[src/rtl/lpt_pkg.sv]
// Package with the types and constants shared by the printer handshake block.
package lpt_pkg;

  localparam int unsigned CharW    = 7;
  localparam int unsigned HitW     = 8;
  localparam int unsigned WaitW    = 16;
  localparam int unsigned CfgDataW = 16;
  localparam int unsigned CfgIdxW  = 2;

  localparam logic [1:0] OP_TICK  = 2'd0;
  localparam logic [1:0] OP_SEND  = 2'd1;
  localparam logic [1:0] OP_RESET = 2'd2;

  localparam logic [1:0] ST_READY   = 2'd0;
  localparam logic [1:0] ST_NO_HS   = 2'd1;
  localparam logic [1:0] ST_DEAD    = 2'd2;

  localparam logic [CfgIdxW-1:0] CFG_HIT_COUNT   = 2'd0;
  localparam logic [CfgIdxW-1:0] CFG_TIMEOUT     = 2'd1;
  localparam logic [CfgIdxW-1:0] CFG_RESET_TICKS = 2'd2;

  localparam logic [HitW-1:0]  HIT_COUNT_RST   = 8'd10;
  localparam logic [WaitW-1:0] TIMEOUT_RST     = 16'd10000;
  localparam logic [WaitW-1:0] RESET_TICKS_RST = 16'd1000;

  typedef enum logic [2:0] {
    PH_IDLE  = 3'd0,
    PH_READY = 3'd1,
    PH_ACK   = 3'd2,
    PH_NAK   = 3'd3,
    PH_RESET = 3'd4
  } phase_e;

  typedef struct packed {
    logic [HitW-1:0]  hit_count;
    logic [WaitW-1:0] timeout_samples;
    logic [WaitW-1:0] reset_ticks;
  } cfg_t;

  typedef struct packed {
    logic [CharW-1:0] data_out;
    logic             strobe_out;
    logic             init_out;
    logic             in_progress;
    logic             done_res;
    logic [1:0]       status;
  } result_t;

endpackage

[src/rtl/lpt_in_if.sv]
// Input channel interface: one sample tick with an optional operation request.
interface lpt_in_if;
  logic       valid;
  logic       ready;
  logic [1:0] opcode;
  logic [6:0] char_code;
  logic       busy_line;
  logic       ack_line;

  modport source (output valid, opcode, char_code, busy_line, ack_line, input ready);
  modport sink (input valid, opcode, char_code, busy_line, ack_line, output ready);
endinterface

[src/rtl/lpt_out_if.sv]
// Output channel interface: the line and status picture after one tick.
interface lpt_out_if;
  logic       valid;
  logic       ready;
  logic [6:0] data_out;
  logic       strobe_out;
  logic       init_out;
  logic       in_progress;
  logic       done_res;
  logic [1:0] status;

  modport source (output valid, data_out, strobe_out, init_out, in_progress, done_res,
                  status, input ready);
  modport sink (input valid, data_out, strobe_out, init_out, in_progress, done_res,
                status, output ready);
endinterface

[src/rtl/lpt_cfg_regs.sv]
// Configuration register file for the printer handshake block.
module lpt_cfg_regs
  import lpt_pkg::*;
(
  input  logic                clk_i,
  input  logic                rst_ni,
  input  logic                cfg_we_i,
  input  logic [CfgIdxW-1:0]  cfg_idx_i,
  input  logic [CfgDataW-1:0] cfg_data_i,
  output cfg_t                cfg_o
);

  cfg_t cfg_q, cfg_d;

  always_comb begin
    cfg_d = cfg_q;
    if (cfg_we_i) begin
      case (cfg_idx_i)
        CFG_HIT_COUNT:   cfg_d.hit_count       = cfg_data_i[HitW-1:0];
        CFG_TIMEOUT:     cfg_d.timeout_samples = cfg_data_i[WaitW-1:0];
        CFG_RESET_TICKS: cfg_d.reset_ticks     = cfg_data_i[WaitW-1:0];
        default:         cfg_d = cfg_q;
      endcase
    end
  end

  always_ff @(posedge clk_i or negedge rst_ni) begin
    if (!rst_ni) begin
      cfg_q.hit_count       <= HIT_COUNT_RST;
      cfg_q.timeout_samples <= TIMEOUT_RST;
      cfg_q.reset_ticks     <= RESET_TICKS_RST;
    end else begin
      cfg_q <= cfg_d;
    end
  end

  assign cfg_o = cfg_q;

endmodule

[src/rtl/lpt_fsm.sv]
// Handshake sequencer: phase, qualify counters and line registers, one tick per item.
module lpt_fsm
  import lpt_pkg::*;
(
  input  logic             clk_i,
  input  logic             rst_ni,
  input  logic             accept_i,
  input  logic [1:0]       opcode_i,
  input  logic [CharW-1:0] char_code_i,
  input  logic             busy_line_i,
  input  logic             ack_line_i,
  input  cfg_t             cfg_i,
  output result_t          result_o
);

  phase_e           phase_q, phase_d;
  logic [HitW-1:0]  hit_q, hit_d;
  logic [WaitW-1:0] wait_q, wait_d;
  logic             pend_q, pend_d;
  logic [CharW-1:0] data_q, data_d;
  logic [CharW-1:0] hold_q, hold_d;
  logic             strobe_q, strobe_d;
  logic             init_q, init_d;

  logic [HitW-1:0]  need;
  logic [WaitW-1:0] limit;
  logic [WaitW-1:0] rst_limit;
  logic             cond;
  logic [HitW-1:0]  hit_inc;
  logic [WaitW-1:0] wait_inc;
  logic             wait_ok;
  logic             wait_fail;
  logic             started;
  logic             start_reset;
  logic             done;
  logic [1:0]       st;

  assign need      = (cfg_i.hit_count == '0) ? HitW'(1) : cfg_i.hit_count;
  assign limit     = (cfg_i.timeout_samples == '0) ? WaitW'(1) : cfg_i.timeout_samples;
  assign rst_limit = (cfg_i.reset_ticks == '0) ? WaitW'(1) : cfg_i.reset_ticks;

  always_comb begin
    phase_d  = phase_q;
    hit_d    = hit_q;
    wait_d   = wait_q;
    pend_d   = pend_q;
    data_d   = data_q;
    hold_d   = hold_q;
    strobe_d = strobe_q;
    init_d   = init_q;
    done     = 1'b0;
    st       = ST_READY;
    started     = 1'b0;
    start_reset = 1'b0;

    // A send clears the wait counters and takes its first BUSY sample on
    // the same tick; a reset raises init and clears the wait counter on its first tick.
    if (phase_q == PH_IDLE) begin
      if (opcode_i == OP_SEND) begin
        hold_d  = char_code_i;
        phase_d = PH_READY;
        started = 1'b1;
      end else if (opcode_i == OP_RESET) begin
        init_d      = 1'b1;
        wait_d      = '0;
        phase_d     = PH_RESET;
        start_reset = 1'b1;
      end
    end

    case (phase_d)
      PH_ACK:  cond = ack_line_i;
      PH_NAK:  cond = !ack_line_i;
      default: cond = busy_line_i;
    endcase

    hit_inc = started ? '0 : hit_q;
    if (cond) begin
      hit_inc = (hit_inc != {HitW{1'b1}}) ? hit_inc + HitW'(1) : hit_inc;
    end else begin
      hit_inc = '0;
    end
    wait_inc = started ? '0 : wait_q;
    wait_inc = (wait_inc != {WaitW{1'b1}}) ? wait_inc + WaitW'(1) : wait_inc;
    wait_ok   = hit_inc >= need;
    wait_fail = wait_inc >= limit;

    if (!start_reset) begin
      case (phase_d)
        PH_IDLE: begin
        end
        PH_READY: begin
          hit_d  = hit_inc;
          wait_d = wait_inc;
          if (wait_ok) begin
            hit_d  = '0;
            wait_d = '0;
            if (pend_q) begin
              phase_d = PH_NAK;
            end else begin
              data_d  = hold_d;
              phase_d = PH_ACK;
            end
          end else if (wait_fail) begin
            phase_d = PH_IDLE;
            done    = 1'b1;
            st      = ST_DEAD;
          end
        end
        PH_ACK: begin
          hit_d  = hit_inc;
          wait_d = wait_inc;
          if (wait_ok) begin
            strobe_d = 1'b1;
            pend_d   = 1'b1;
            hit_d    = '0;
            wait_d   = '0;
            phase_d  = PH_NAK;
          end else if (wait_fail) begin
            phase_d = PH_IDLE;
            done    = 1'b1;
            st      = ST_NO_HS;
          end
        end
        PH_NAK: begin
          hit_d  = hit_inc;
          wait_d = wait_inc;
          if (wait_ok) begin
            strobe_d = 1'b0;
            pend_d   = 1'b0;
            phase_d  = PH_IDLE;
            done     = 1'b1;
            st       = ST_READY;
          end else if (wait_fail) begin
            phase_d = PH_IDLE;
            done    = 1'b1;
            st      = ST_NO_HS;
          end
        end
        PH_RESET: begin
          wait_d = (wait_q != {WaitW{1'b1}}) ? wait_q + WaitW'(1) : wait_q;
          if (wait_d >= rst_limit) begin
            init_d   = 1'b0;
            strobe_d = 1'b0;
            pend_d   = 1'b0;
            phase_d  = PH_IDLE;
            done     = 1'b1;
            st       = ST_READY;
          end
        end
        default: phase_d = PH_IDLE;
      endcase
    end

    result_o.data_out    = data_d;
    result_o.strobe_out  = strobe_d;
    result_o.init_out    = init_d;
    result_o.in_progress = (phase_d != PH_IDLE);
    result_o.done_res    = done;
    result_o.status      = st;
  end

  always_ff @(posedge clk_i or negedge rst_ni) begin
    if (!rst_ni) begin
      phase_q  <= PH_IDLE;
      hit_q    <= '0;
      wait_q   <= '0;
      pend_q   <= 1'b0;
      data_q   <= '0;
      hold_q   <= '0;
      strobe_q <= 1'b0;
      init_q   <= 1'b0;
    end else if (accept_i) begin
      phase_q  <= phase_d;
      hit_q    <= hit_d;
      wait_q   <= wait_d;
      pend_q   <= pend_d;
      data_q   <= data_d;
      hold_q   <= hold_d;
      strobe_q <= strobe_d;
      init_q   <= init_d;
    end
  end

`ifndef SYNTHESIS
  // Strobe is only raised together with the pending mark and dropped with it.
  assert property (@(posedge clk_i) disable iff (!rst_ni) strobe_q |-> pend_q)
    else $error("strobe asserted without a pending handshake");

  // Init is driven exactly while a printer reset is under way.
  assert property (@(posedge clk_i) disable iff (!rst_ni) init_q == (phase_q == PH_RESET))
    else $error("init line out of step with reset phase");

  // A reset request taken while idle enters the reset phase with init up.
  assert property (@(posedge clk_i) disable iff (!rst_ni)
    accept_i && (phase_q == PH_IDLE) && (opcode_i == OP_RESET)
    |=> (phase_q == PH_RESET) && init_q)
    else $error("reset request not started");

  // The sequencer only moves on an accepted item.
  assert property (@(posedge clk_i) disable iff (!rst_ni)
    !accept_i |=> $stable(phase_q) && $stable(wait_q) && $stable(hit_q))
    else $error("sequencer state moved without an item");
`endif

endmodule

[src/rtl/lpt_out_stage.sv]
// Output register that holds one result while the receiver stalls.
module lpt_out_stage
  import lpt_pkg::*;
(
  input  logic      clk_i,
  input  logic      rst_ni,
  input  logic      load_i,
  input  result_t   result_i,
  output logic      free_o,
  lpt_out_if.source out_o
);

  logic    valid_q, valid_d;
  result_t res_q;

  assign free_o  = !valid_q || out_o.ready;
  assign valid_d = load_i ? 1'b1 : (out_o.ready ? 1'b0 : valid_q);

  always_ff @(posedge clk_i or negedge rst_ni) begin
    if (!rst_ni) begin
      valid_q <= 1'b0;
    end else begin
      valid_q <= valid_d;
    end
  end

  always_ff @(posedge clk_i) begin
    if (load_i) begin
      res_q <= result_i;
    end
  end

  assign out_o.valid       = valid_q;
  assign out_o.data_out    = res_q.data_out;
  assign out_o.strobe_out  = res_q.strobe_out;
  assign out_o.init_out    = res_q.init_out;
  assign out_o.in_progress = res_q.in_progress;
  assign out_o.done_res    = res_q.done_res;
  assign out_o.status      = res_q.status;

endmodule

[src/rtl/lpt_printer_handshake_core.sv]
// Top level of the host-side parallel printer handshake block.
//
// Usage: every item on in_i is one sample tick of the printer status lines
// (BUSY and ACK) and may also request a character send or a printer reset.
// For every accepted item exactly one item appears on out_o, carrying the
// data, strobe and init lines as they stand after that tick, whether an
// operation is still in progress, and a done flag with its status.
// Requests that arrive while an operation is in progress act as plain ticks.
// An accepted item's result is registered and shows on out_o in the next
// cycle. Throughput is one item per cycle while the receiver keeps up; the
// sequencer state update and result build form a single short combinational
// step into the output register. in_i.ready is high while the output
// register is empty or is being drained in the same cycle, so a stalled
// receiver holds the result and stops intake only once a result is waiting.
// Configuration (hit count, timeout, reset length) is written through
// cfg_we_i / cfg_idx_i / cfg_data_i while the block is idle.
// Reset clears the sequencer to idle with all lines low and restores the
// configuration defaults; no clearing pass is needed.
module lpt_printer_handshake_core
  import lpt_pkg::*;
(
  input  logic                clk_i,
  input  logic                rst_ni,
  input  logic                cfg_we_i,
  input  logic [CfgIdxW-1:0]  cfg_idx_i,
  input  logic [CfgDataW-1:0] cfg_data_i,
  lpt_in_if.sink              in_i,
  lpt_out_if.source           out_o
);

  cfg_t    cfg;
  result_t result;
  logic    free;
  logic    accept;

  // An item is taken whenever the output register can take its result.
  assign in_i.ready = free;
  assign accept     = in_i.valid && free;

  lpt_cfg_regs u_cfg (
    .clk_i      (clk_i),
    .rst_ni     (rst_ni),
    .cfg_we_i   (cfg_we_i),
    .cfg_idx_i  (cfg_idx_i),
    .cfg_data_i (cfg_data_i),
    .cfg_o      (cfg)
  );

  lpt_fsm u_fsm (
    .clk_i       (clk_i),
    .rst_ni      (rst_ni),
    .accept_i    (accept),
    .opcode_i    (in_i.opcode),
    .char_code_i (in_i.char_code),
    .busy_line_i (in_i.busy_line),
    .ack_line_i  (in_i.ack_line),
    .cfg_i       (cfg),
    .result_o    (result)
  );

  lpt_out_stage u_out (
    .clk_i    (clk_i),
    .rst_ni   (rst_ni),
    .load_i   (accept),
    .result_i (result),
    .free_o   (free),
    .out_o    (out_o)
  );

endmodule

[src/flat_wrapper.sv]
// flat-port wrapper written by rule: the top's interface ports become plain ports
module lpt_printer_handshake_core_flat import lpt_pkg::*;
  (clk_i, rst_ni, cfg_we_i, cfg_idx_i, cfg_data_i, in_i_valid, in_i_opcode, in_i_char_code, in_i_busy_line, in_i_ack_line, in_i_ready, out_o_valid, out_o_data_out, out_o_strobe_out, out_o_init_out, out_o_in_progress, out_o_done_res, out_o_status, out_o_ready);
  lpt_in_if in_i_i ();
  lpt_out_if out_o_i ();
  input  logic clk_i;
  input  logic rst_ni;
  input  logic cfg_we_i;
  input  logic [CfgIdxW-1:0] cfg_idx_i;
  input  logic [CfgDataW-1:0] cfg_data_i;
  input wire logic [$bits(in_i_i.valid)-1:0] in_i_valid;
  input wire logic [$bits(in_i_i.opcode)-1:0] in_i_opcode;
  input wire logic [$bits(in_i_i.char_code)-1:0] in_i_char_code;
  input wire logic [$bits(in_i_i.busy_line)-1:0] in_i_busy_line;
  input wire logic [$bits(in_i_i.ack_line)-1:0] in_i_ack_line;
  output wire logic [$bits(in_i_i.ready)-1:0] in_i_ready;
  output wire logic [$bits(out_o_i.valid)-1:0] out_o_valid;
  output wire logic [$bits(out_o_i.data_out)-1:0] out_o_data_out;
  output wire logic [$bits(out_o_i.strobe_out)-1:0] out_o_strobe_out;
  output wire logic [$bits(out_o_i.init_out)-1:0] out_o_init_out;
  output wire logic [$bits(out_o_i.in_progress)-1:0] out_o_in_progress;
  output wire logic [$bits(out_o_i.done_res)-1:0] out_o_done_res;
  output wire logic [$bits(out_o_i.status)-1:0] out_o_status;
  input wire logic [$bits(out_o_i.ready)-1:0] out_o_ready;
  assign in_i_i.valid = in_i_valid;
  assign in_i_i.opcode = in_i_opcode;
  assign in_i_i.char_code = in_i_char_code;
  assign in_i_i.busy_line = in_i_busy_line;
  assign in_i_i.ack_line = in_i_ack_line;
  assign in_i_ready = in_i_i.ready;
  assign out_o_valid = out_o_i.valid;
  assign out_o_data_out = out_o_i.data_out;
  assign out_o_strobe_out = out_o_i.strobe_out;
  assign out_o_init_out = out_o_i.init_out;
  assign out_o_in_progress = out_o_i.in_progress;
  assign out_o_done_res = out_o_i.done_res;
  assign out_o_status = out_o_i.status;
  assign out_o_i.ready = out_o_ready;
  lpt_printer_handshake_core u_core (.clk_i(clk_i), .rst_ni(rst_ni), .cfg_we_i(cfg_we_i), .cfg_idx_i(cfg_idx_i), .cfg_data_i(cfg_data_i), .in_i(in_i_i), .out_o(out_o_i));
endmodule
[config.mk]
export PLATFORM = sky130hd
export DESIGN_NAME = lpt_printer_handshake_core_flat
export DESIGN_NICKNAME = d
export VERILOG_FILES = /design/src/rtl/lpt_pkg.sv /design/src/rtl/lpt_in_if.sv /design/src/rtl/lpt_out_if.sv /design/src/rtl/lpt_cfg_regs.sv /design/src/rtl/lpt_fsm.sv /design/src/rtl/lpt_out_stage.sv /design/src/rtl/lpt_printer_handshake_core.sv /design/src/flat_wrapper.sv
export SDC_FILE = /design/constraint.sdc
export NUM_CORES = 1
export LEC_CHECK = 0
export BUFFER_PORTS_ARGS = -buffer_cell sky130_fd_sc_hd__buf_2
export CAP_MARGIN = 40
export CORE_MARGIN = 4
export CORE_UTILIZATION = 55
export DETAILED_ROUTE_END_ITERATION = 10
export PLACE_DENSITY = 0.77
export SKIP_CTS_REPAIR_TIMING = 1
export SYNTH_ARGS = -nofsm -noshare
export SYNTH_HDL_FRONTEND = slang
export SYNTH_SLANG_ARGS = --single-unit
[constraint.sdc]
create_clock -name clk_i -period 4 [get_ports clk_i]
set_clock_uncertainty 0.15 [all_clocks]
set_input_delay 0.2 -clock clk_i [delete_from_list [all_inputs] [get_ports clk_i]]
set_output_delay 0.2 -clock clk_i [all_outputs]
set_load 0.05 [all_outputs]
==> flow_summary.yaml <==
run_status:
  status: "finished with violations"
  violations: "hold timing"
layout:
  syn_to_final_growth_pct: 21.5
  antenna_cells: 0
  layout-drive-gt1-share: 0.282
  layout_common_cells: "dfrtp_1, buf_4, o21ai_0, nand2_1, buf_2"
  fill_cells: 884
  layoutNonFillerInstCount: 951
  layout_commonest_cell: "dfrtp_1"
  finalNetCount: 880
  post-route-cell-area_mm2: 0.00792
die:
  start_util: 0.566
  die_w_um: 117
  die_area_mm2: 0.0137
  fp-row-count: 39
  die_h_um: 117
  core_mm2: 0.0115
  io_pins: 49
yosys:
  synth_area_leaders: "dfrtp_1, ha_1, mux2_2"
  ys_seq_area_frac: 0.389
  synth_nets: 773
  ys_warn_count: 0
  async_reset_ff_frac: 0.867
  yosysTopAreaCellShare: 0.276
  syn_area_per_cell_um2: 9.36
  netlist_area_mm2: 0.00652
  syn_inst: 696
  yosysUniqueCellTypes: 74
  synth_edf_count: 13
  synth_ff_type: "dfrtp_1"
  ys_ff_latch: 98
  synth_top_area_cell: "dfrtp_1"
worst_setup_path:
  crit_path_top_delay_cell: "o31ai_4"
  arrival_ns: 4.06
  rrSetupSlack_ns: 0.01
  path_class: "reg -> reg"
  worstPathRequired_ns: 4.07
  rr_worst_depth: 17
  path_depth: 17
  cp_max_fo: 7
  worst_path_largest_cell_delay_ns: 0.46
  crit_top_cell: "nand4_1"
  crit_buf_inv: 1
  startpoint: "u_core.u_fsm.phase_q[0]$_DFFE_PN0P_"
  crit_chain: "nor3_4 > nand2_4 > and2_4 > ha_4 > nand4_1 > nor4bb_4 > nand3_1 > xor2_1 > nor2_1 > ha_1 > nand4_1 > o31ai_4 > o21ai_2 > o21a_1 > buf_6 > a221oi_2 > a211oi_1"
  cp-end-kind: "flop"
  critical_path.top_delay_family: "simple AND/OR/NAND/NOR gates"
  crit_end: "u_core.u_fsm.wait_q[15]$_DFFE_PN0P_"
  r2r_end: "u_core.u_fsm.wait_q[15]$_DFFE_PN0P_"
  crit_path_start_kind: "flop"
  worstReg2RegStart: "u_core.u_fsm.phase_q[0]$_DFFE_PN0P_"
global_routing:
  grt_pass1_vias: 5443
  grt_first_pass_wirelength_mm: 27.6
  grt_antenna_before_repair: 0
  overflow: 0
  grt_max_degree: 55
  grtUsageTotal: 0.260
drt:
  final_antenna_net_count: 0
  drt_wl_total_mm: 18.0
  drc: 0
  via_per_inst: 6.22
  drtIter0Drc: 701
  vias: 5919
  wl_per_cell_um: 18.9
  dr.pass1.iters: 6
place:
  placed_cell_area_mm2: 0.00709
  place_congestion: 0.943
  port_buffers: 48
  dp_hpwl_mm: 12.6
  placed_cells: 894
  pre_cts_slack_ns: -0.172
sta:
  drv_slew: 0
  worst_slack_ns: 0.0119
  worst_pin_slew_ns: 0.955
  rsz0062_at_grt: "true"
  hold_viol: 1
  setup_viol: 0
  finalCritPeriodShare: 0.997
  period_needed_ns: 3.99
  fmax_ghz: 0.251
  relSlewSlack: 0.360
  timing.hold.ws_ns: -0.0132
power:
  cellPowerDensity_mw_per_mm2: 625
  leakagePower_nw: 3.54
  max-vdd-ir-drop_v: 0.000484
clocking:
  htreeDepth: 3
  clkTransAtPathRegs_ns: 0.08
  cts_tree: "built"
  cts_root_buffer: "clkbuf_16"
  cts_num_sinks: 98
  insertion_delay_ns: 0.37
  clockBufferDepth: 2
  cts-buffers-inserted: 9
min_path:
  hold_path.class: "in -> reg"
flow_run:
  max_cap_violations: 0
[worst min path at each step]
stage / start / endpoint / slack, ns / cells after the start
floorplan: rst_ni / u_core.u_cfg.cfg_o[0]$_DFFE_PN0P_ / -0.25 / 0
global placement: rst_ni / u_core.u_cfg.cfg_o[27]$_DFFE_PN0P_ / 0.13 / 1
detailed placement: rst_ni / u_core.u_cfg.cfg_o[27]$_DFFE_PN0P_ / 0.14 / 1
CTS: rst_ni / u_core.u_cfg.cfg_o[27]$_DFFE_PN0P_ / -0.24 / 1
global route: out_o_ready / u_core.u_out.out_o.valid$_DFFE_PN0P_ / 0.03 / 3
finish: out_o_ready / u_core.u_out.out_o.valid$_DFFE_PN0P_ / -0.01 / 3
[worst min-delay path, cell delays in order]
cell and delay [ns]:
buf_2 0.07, nand2b_1 0.13, nand2b_1 0.06
[metal layers]
| metal | share of wire | routed length (µm) | global-route usage |
|---|---|---|---|
| met5 | 0 | 0 | 0 |
| met4 | 0.023 | 407 | 0.0849 |
| met2 | 0.47 | 8420 | 0.410 |
| met1 | 0.43 | 7830 | 0.362 |
| met3 | 0.075 | 1350 | 0.0550 |
[per-stage QoR]
step / total power, mW / utilization / TNS, ns
after CTS: 4.71 / 0.641 / -4.61
after floorplan: 3.12 / - / 0
final: 4.95 / 0.688 / 0
after detailed placement: 3.82 / 0.615 / -2.96
after global routing: 5.27 / 0.688 / -2.39
after global placement: 3.71 / 0.615 / 0
[cell usage after synthesis, types with 3 or more instances]
master / n
a211oi_1: 6
a21o_1: 7
a21oi_1: 50
a221oi_1: 6
a22o_1: 9
a31oi_1: 8
a41o_1: 3
and2_1: 5
and3_1: 4
and4_1: 5
buf_2: 14
buf_4: 3
clkbuf_1: 12
dfrtp_1: 72
dfstp_2: 13
edfxtp_1: 13
ha_1: 43
inv_1: 45
mux2_2: 42
mux2i_1: 9
nand2_1: 57
nand2b_1: 9
nand3_1: 21
nand3b_1: 4
nand4_1: 11
nand4_4: 3
nor2_1: 46
nor2b_1: 4
nor3_1: 17
nor4_1: 14
o21a_1: 8
o21ai_0: 59
o21ai_1: 6
o21bai_1: 3
o31ai_1: 3
or3_1: 4
xnor2_1: 11
xor2_1: 5
[logic make-up (layout without fill, tap and decap cells)]
family	count (synthesis)	in the layout	share of synthesized area
flops	98	98	0.389
xor+xnor	16	16	0.0215
mux	51	51	0.0864
simple gates	218	218	0.180
buf+inv	80	192	0.0526
fa+ha+maj	43	43	0.0826
compound gates	190	190	0.188
[flip-flops by register name, indices dropped and copies added, names as in the netlist, 2 cells and up]
register and cells:
u_core.u_fsm.wait_q 16, u_core.u_fsm.phase_q 3, u_core.u_fsm.hit_q 8, u_core.u_out.out_o.status 2, u_core.u_cfg.cfg_o 40, u_core.u_fsm.hold_q 7
u_core.u_out.out_o.data_out 7, u_core.u_fsm.data_q 7
[power by group]
group          switching, mW  internal, mW
clock                  0.447         0.440
sequential             0.258          1.27
combinational           1.45          1.08
total                   2.15          2.79
[cell type report]
cell class,count,area [µm²],share of cell area
multi-input combinational,518,3800,0.481
sequential,98,2530,0.320
timing repair buffer,131,935,0.118
clock buffer,9,225,0.0284
tap,143,179,0.0226
inverter,45,169,0.0213
clock inverter,7,71.3,0.00901
Note: power is estimated with default switching activity, not from simulation.
